<file path="src/hdl/cdgv_pkg.sv">
package cdgv_pkg;

    localparam int MAX_WIDTH_DEF  = 4096;
    localparam int MAX_HEIGHT_DEF = 4096;

    localparam int PIX_W      = 8;
    localparam int DIFF_W     = 9;
    localparam int SUM_W      = 10;
    localparam int SIZE_W     = 13;
    localparam int WIN_W      = 12;
    localparam int COUNT_W    = 21;
    localparam int GRID       = 8;
    localparam int GRID_W     = $clog2(GRID);
    localparam int NUM_BINS   = 2 * GRID;
    localparam int BIN_IDX_W  = $clog2(NUM_BINS);
    localparam int CFG_IDX_W  = 3;
    localparam int CFG_DATA_W = SIZE_W;

    localparam logic [COUNT_W-1:0] COUNT_MAX    = {COUNT_W{1'b1}};
    localparam logic [SIZE_W-1:0]  SIZE_MIN     = SIZE_W'(4);
    localparam logic [SIZE_W-1:0]  SIZE_RESET   = SIZE_W'(4096);
    localparam logic [WIN_W-1:0]   WIN_HI_RESET = {WIN_W{1'b1}};

    typedef enum logic [CFG_IDX_W-1:0] {
        CFG_IMAGE_WIDTH  = 3'd0,
        CFG_IMAGE_HEIGHT = 3'd1,
        CFG_WIN_X0       = 3'd2,
        CFG_WIN_Y0       = 3'd3,
        CFG_WIN_X1       = 3'd4,
        CFG_WIN_Y1       = 3'd5
    } t_cfg_index;

    typedef struct packed {
        logic [PIX_W-1:0] pixel;
        logic             frame_start;
    } t_pixel_item;

    typedef struct packed {
        logic               axis;
        logic [GRID_W-1:0]  phase;
        logic [COUNT_W-1:0] vote_count;
        logic               last;
    } t_vote_item;

    // One line buffer entry: the pixel of the row above and the two
    // difference rows of the cell to its left.
    typedef struct packed {
        logic [DIFF_W-1:0] diff_prev;
        logic [DIFF_W-1:0] diff_curr;
        logic [PIX_W-1:0]  pixel;
    } t_line_word;

    typedef struct packed {
        logic              valid;
        logic              clear;
        logic              col_hit;
        logic [GRID_W-1:0] col_bin;
        logic              row_hit;
        logic [GRID_W-1:0] row_bin;
        logic              frame_end;
    } t_vote_upd;

endpackage

</file>
<file path="src/hdl/cdgv_stream_if.sv">
interface cdgv_stream_if #(
    parameter type t_payload = logic
);
    logic     valid;
    logic     ready;
    t_payload payload;

    modport source (output valid, output payload, input ready);
    modport sink (input valid, input payload, output ready);
endinterface

</file>
<file path="src/hdl/cdgv_vote_bins.sv">
module cdgv_vote_bins (
    input  logic                i_clk,
    input  logic                i_rst_n,
    input  cdgv_pkg::t_vote_upd i_upd,
    output logic                o_busy,
    cdgv_stream_if.source       o_vote
);

    logic [cdgv_pkg::COUNT_W-1:0]   r_col_cnt [cdgv_pkg::GRID];
    logic [cdgv_pkg::COUNT_W-1:0]   r_row_cnt [cdgv_pkg::GRID];
    logic [cdgv_pkg::COUNT_W-1:0]   r_bank    [cdgv_pkg::NUM_BINS];
    logic [cdgv_pkg::BIN_IDX_W-1:0] r_idx;
    logic                           r_full;

    logic [cdgv_pkg::COUNT_W-1:0]   n_col_cnt [cdgv_pkg::GRID];
    logic [cdgv_pkg::COUNT_W-1:0]   n_row_cnt [cdgv_pkg::GRID];
    cdgv_pkg::t_vote_item           vote_item;
    logic                           out_xfer;
    logic                           load;

    always_comb begin
        logic [cdgv_pkg::COUNT_W-1:0] base_c;
        logic [cdgv_pkg::COUNT_W-1:0] base_r;
        for (int i = 0; i < cdgv_pkg::GRID; i++) begin
            base_c = i_upd.clear ? '0 : r_col_cnt[i];
            base_r = i_upd.clear ? '0 : r_row_cnt[i];
            n_col_cnt[i] = base_c;
            n_row_cnt[i] = base_r;
            if (i_upd.col_hit && i_upd.col_bin == cdgv_pkg::GRID_W'(i)
                && base_c != cdgv_pkg::COUNT_MAX) begin
                n_col_cnt[i] = base_c + cdgv_pkg::COUNT_W'(1);
            end
            if (i_upd.row_hit && i_upd.row_bin == cdgv_pkg::GRID_W'(i)
                && base_r != cdgv_pkg::COUNT_MAX) begin
                n_row_cnt[i] = base_r + cdgv_pkg::COUNT_W'(1);
            end
        end
    end

    assign load     = i_upd.valid && i_upd.frame_end;
    assign out_xfer = o_vote.valid && o_vote.ready;

    always_ff @(posedge i_clk) begin
        if (!i_rst_n) begin
            for (int i = 0; i < cdgv_pkg::GRID; i++) begin
                r_col_cnt[i] <= '0;
                r_row_cnt[i] <= '0;
            end
            r_idx  <= '0;
            r_full <= 1'b0;
        end else begin
            if (i_upd.valid) begin
                for (int i = 0; i < cdgv_pkg::GRID; i++) begin
                    r_col_cnt[i] <= i_upd.frame_end ? '0 : n_col_cnt[i];
                    r_row_cnt[i] <= i_upd.frame_end ? '0 : n_row_cnt[i];
                end
            end
            if (load) begin
                r_full <= 1'b1;
                r_idx  <= '0;
            end else if (out_xfer) begin
                r_idx <= r_idx + cdgv_pkg::BIN_IDX_W'(1);
                if (r_idx == cdgv_pkg::BIN_IDX_W'(cdgv_pkg::NUM_BINS - 1)) begin
                    r_full <= 1'b0;
                end
            end
        end
    end

    // The bank holds a finished frame while the next one is counted.
    always_ff @(posedge i_clk) begin
        if (load) begin
            for (int i = 0; i < cdgv_pkg::GRID; i++) begin
                r_bank[i]                 <= n_col_cnt[i];
                r_bank[cdgv_pkg::GRID + i] <= n_row_cnt[i];
            end
        end
    end

    always_comb begin
        vote_item.axis       = r_idx[cdgv_pkg::BIN_IDX_W-1];
        vote_item.phase      = r_idx[cdgv_pkg::GRID_W-1:0];
        vote_item.vote_count = r_bank[r_idx];
        vote_item.last       = (r_idx == cdgv_pkg::BIN_IDX_W'(cdgv_pkg::NUM_BINS - 1));
    end

    assign o_vote.valid   = r_full;
    assign o_vote.payload = vote_item;
    assign o_busy         = r_full;

endmodule

</file>
<file path="src/flat_wrapper.sv">
// flat-port wrapper written by rule: the top's interface ports become plain ports
module cdgv_vote_bins_flat 
  (i_clk, i_rst_n, i_upd, o_busy, o_vote_valid, o_vote_payload, o_vote_ready);
  cdgv_stream_if o_vote_i ();
  input  logic i_clk;
  input  logic i_rst_n;
  input  cdgv_pkg::t_vote_upd i_upd;
  output logic o_busy;
  output wire logic [$bits(o_vote_i.valid)-1:0] o_vote_valid;
  output wire logic [$bits(o_vote_i.payload)-1:0] o_vote_payload;
  input wire logic [$bits(o_vote_i.ready)-1:0] o_vote_ready;
  assign o_vote_valid = o_vote_i.valid;
  assign o_vote_payload = o_vote_i.payload;
  assign o_vote_i.ready = o_vote_ready;
  cdgv_vote_bins u_core (.i_clk(i_clk), .i_rst_n(i_rst_n), .i_upd(i_upd), .o_busy(o_busy), .o_vote(o_vote_i));
endmodule
</file>
<file path="config.mk">
export PLATFORM = sky130hd
export DESIGN_NAME = cdgv_vote_bins_flat
export DESIGN_NICKNAME = d
export VERILOG_FILES = /design/src/hdl/cdgv_pkg.sv /design/src/hdl/cdgv_stream_if.sv /design/src/hdl/cdgv_vote_bins.sv /design/src/flat_wrapper.sv
export SDC_FILE = /design/constraint.sdc
export NUM_CORES = 1
export LEC_CHECK = 0
export ABC_AREA = 1
export BUFFER_PORTS_ARGS = -buffer_cell sky130_fd_sc_hd__buf_2
export CELL_PAD_IN_SITES_DETAIL_PLACEMENT = 2
export CELL_PAD_IN_SITES_GLOBAL_PLACEMENT = 2
export CORE_AREA = 2 2 41 43
export DETAILED_ROUTE_END_ITERATION = 8
export DIE_AREA = 0 0 43 45
export GPL_TIMING_DRIVEN = 0
export PLACE_DENSITY = 0.69
export SETUP_SLACK_MARGIN = 0.3
export SLEW_MARGIN = 20
export SYNTH_ARGS = -nofsm -noshare
export SYNTH_HDL_FRONTEND = slang
export SYNTH_SLANG_ARGS = --single-unit
</file>
<file path="constraint.sdc">
create_clock -name i_clk -period 1.95 [get_ports i_clk]
set_input_delay 0.39 -clock i_clk [delete_from_list [all_inputs] [get_ports i_clk]]
set_output_delay 0.39 -clock i_clk [all_outputs]
set_load 0.05 [all_outputs]
</file>
==> metrics.md <==
| Metric | Value |
|---|---|
| Antenna violations before repair | `0` |
| Run status | `finished, final reports clean` |
| Last element of the critical path | `o_vote_payload` |
| Port Buffers | `7` |
| Crit share post-route | `79.0%` |
| Die ar. | `0.00194 sq mm` |
| R2R Path Start | `u_core.r_idx[1]` |
| Flop and latch count out of synthesis | `5` |
| Clk Latency, worst-skew pair | `0.25 ns` |
| R2R depth | `4` |
| Worst Setup Path Type | `reg -> out` |
| Final Hold Fails | `0` |
| Number of core rows | `14` |
| Die Wd | `43 um` |
| Multi-input combinational cell area | `123 sq um` |
| Async SR Flop Fraction | `0%` |
| Avg WL per Cell | `9.84 um` |
| Area added between synthesis and finish | `35.7%` |
| FF/Latch Area | `101 sq um` |
| Layout Utilization | `23.0%` |
| Syn Area/Cell | `6.92 sq um` |
| Number of max-cap violations | `0` |
| First-pass GRT wire length | `1.08 mm` |
| Slowest stage delay, CP | `0.35 ns` |
| Htree depth | `1` |
| Fin crit period | `1.54 ns` |
| Worst path arrival time | `1.15 ns` |
| Final setup TNS | `0 ns` |
| Share of the synthesized area in the top cell type | `40.2%` |
| Synth top area cells | `dfxtp_1 (40%), nand2_1 (15%), a21oi_1 (6.0%)` |
| DRT Wirelength | `620 um` |
| Core Region | `0.00147 sq mm` |
| Root Driver | `clkbuf_4` |
| Post-synthesis sequential area ratio | `40.2%` |
| Setup crit end kind | `primary output` |
| First-iteration detailed-routing DRC count | `1` |
| Top-count cell post-synth | `nand2_1` |
| Synth top cells by count | `nand2_1 (10), dfxtp_1 (5), nor2_1 (4)` |
| Min-delay worst type | `in -> reg` |
| Slowest cell on the critical path | `dfxtp_1` |
| CTS tree | `built` |
| Clock skew | `0.00590 ns` |
| Number of flops mapped to enable cells by yosys | `0` |
| RSZ-0062 raised after global routing | `false` |
| Largest net degree at the start of global routing | `6` |
| Vias in the first global route | `284` |
| Vias | `265` |
| Top Ports | `17` |
| Fin Hold WS | `0.373 ns` |
| Clk buf depth | `2` |
| Slew margin rel. | `83.5%` |
| VDD IR max | `0.266 mV` |
| Post-Syn Nets | `51` |
| Mapped cell area | `249 sq um` |
| Clock sinks | `5` |
| Power per cell area | `778 mW/mm^2` |
| Via density per instance | `4.21` |
| Yosys top cell by area | `dfxtp_1` |
| CTS Hold Buffers Added | `0` |
| Die height | `45 um` |
| DP Wirelength | `506 um` |
| Netlist cell types | `15` |
| Flop2flop setup slack | `1.01 ns` |
| Syn. warnings | `0` |
| RePlAce Congestion | `0.648` |
| DRC Markers | `0` |
| Initial Util | `16.9%` |
| Crit start category | `register` |
| Reg2reg end | `u_core.r_idx[2]` |
| Fin nets | `63` |
| DRT Pass-1 Iters | `2` |
| Main synth FF type | `dfxtp_1` |
| Slew Limit Fails | `0` |
| Clk pin slew, worst setup/hold paths | `0.05 ns` |
| Fmax | `649 MHz` |
| Worst Path Required | `1.56 ns` |
| Finish-stage setup viols | `0` |
| Number of routed nets with antenna violations | `0` |
| Cells after synthesis | `36` |
| Fillers | `192` |
| Max FO, Critical Path | `3` |
| Total Routing Usage GR | `8.31%` |
| Static leakage | `0.152 nW` |
| # diodes | `0` |
| Total gr overflow | `0` |
| CTS Buf Count | `3` |
| Worst Tran Pin Value | `0.249 ns` |
| Critical path origin | `u_core.r_idx[1]` |
| Cells along the critical path | `ha_1 -> inv_2 -> nor2_1 -> buf_6` |
| Share of post-route cells with drive strength above 1 | `36.2%` |
==> worst max-delay path, delay by kind of cell (launching register included) <==
family                     cells  cell delay [ns]
DFF                            1             0.35
buffers and inverters          2             0.23
adders and majority gates      1             0.19
and+or+nand+nor                1             0.13
==> sequential cells by signal (all words and copies together), names as in the netlist <==
name           cells
u_core.r_idx       4
u_core.o_busy      1
==> timing repair <==
item / in CTS / in global routing
endpoints found under the setup margin: 0 / 1
resized for setup: 0 / 4
setup buffers: 0 / 0
==> cell usage in the layout, fill, tap and decap left out, drive strengths merged <==
cell / Yosys / final
clkbuf: 0 / 4
nor3: 1 / 1
o21ai: 2 / 2
inv: 5 / 5
nor2: 5 / 5
buf: 1 / 8
nand2: 11 / 11
ha: 1 / 1
a21oi: 3 / 3
nand4: 1 / 1
nand3: 1 / 1
dfxtp: 5 / 5
==> layout make-up <==
type                    count  share of cell area [%]
inverters                   5                    5.56
clock buffers               4                    7.78
flip-flops and latches      5                    30.0
well taps                  16                    5.93
repair buffers              7                    12.2
plain buffers               1                    2.22
multi-input cells          25                    36.3
==> how the worst min path moves through the flow <==
stage	to	cells after the start	startpoint	slack [ns]
after floorplan	u_core.r_idx[0]	1	u_core.r_idx[0]	0.45
after global placement	u_core.r_idx[0]	1	u_core.r_idx[0]	0.48
after global routing	u_core.o_busy	3	i_rst_n	0.38
final	u_core.o_busy	3	i_rst_n	0.37
after CTS	u_core.o_busy	3	i_rst_n	0.37
after detailed placement	u_core.r_idx[0]	1	u_core.r_idx[0]	0.49
==> cells by family after synthesis <==
family / synth area share [%]
AOI/OAI and AO/OA: 11.6
adders and majority gates: 5.02
buffers and inverters: 10.6
DFF: 40.2
and+or+nand+nor: 32.7
==> through the flow <==
| step | power, W | area [sq um] | setup WS (ns) | cells |
|---|---|---|---|---|
| final | 0.000263 | 338 | 0.410 | 63 |
| after global routing | 0.000276 | 338 | 0.330 | 63 |
| after CTS | 0.000270 | 330 | 0.309 | 63 |
| after detailed placement | 0.000139 | 304 | 0.586 | 59 |
| after global placement | 0.000138 | 304 | 0.590 | 59 |
| after floorplan | 0.000129 | 249 | 0.324 | 36 |
==> per-layer routing <==
layer | GRT usage, % | wire, um | vias to the layer above
li1 | - | - | 135
met1 | 8.52 | 287 | 117
met2 | 12.1 | 263 | 9
met3 | 3.60 | 41 | 4
met4 | 9.09 | 29 | 0
met5 | 0 | 0 | -
==> power by group <==
part / switching, W / internal [W] / total [W]
sequential: 0.00000277 / 0.000105 / 0.000108
clock: 0.0000485 / 0.0000778 / 0.000126
combinational: 0.0000195 / 0.00000941 / 0.0000289
No activity file was read; power rests on OpenSTA's default activity.
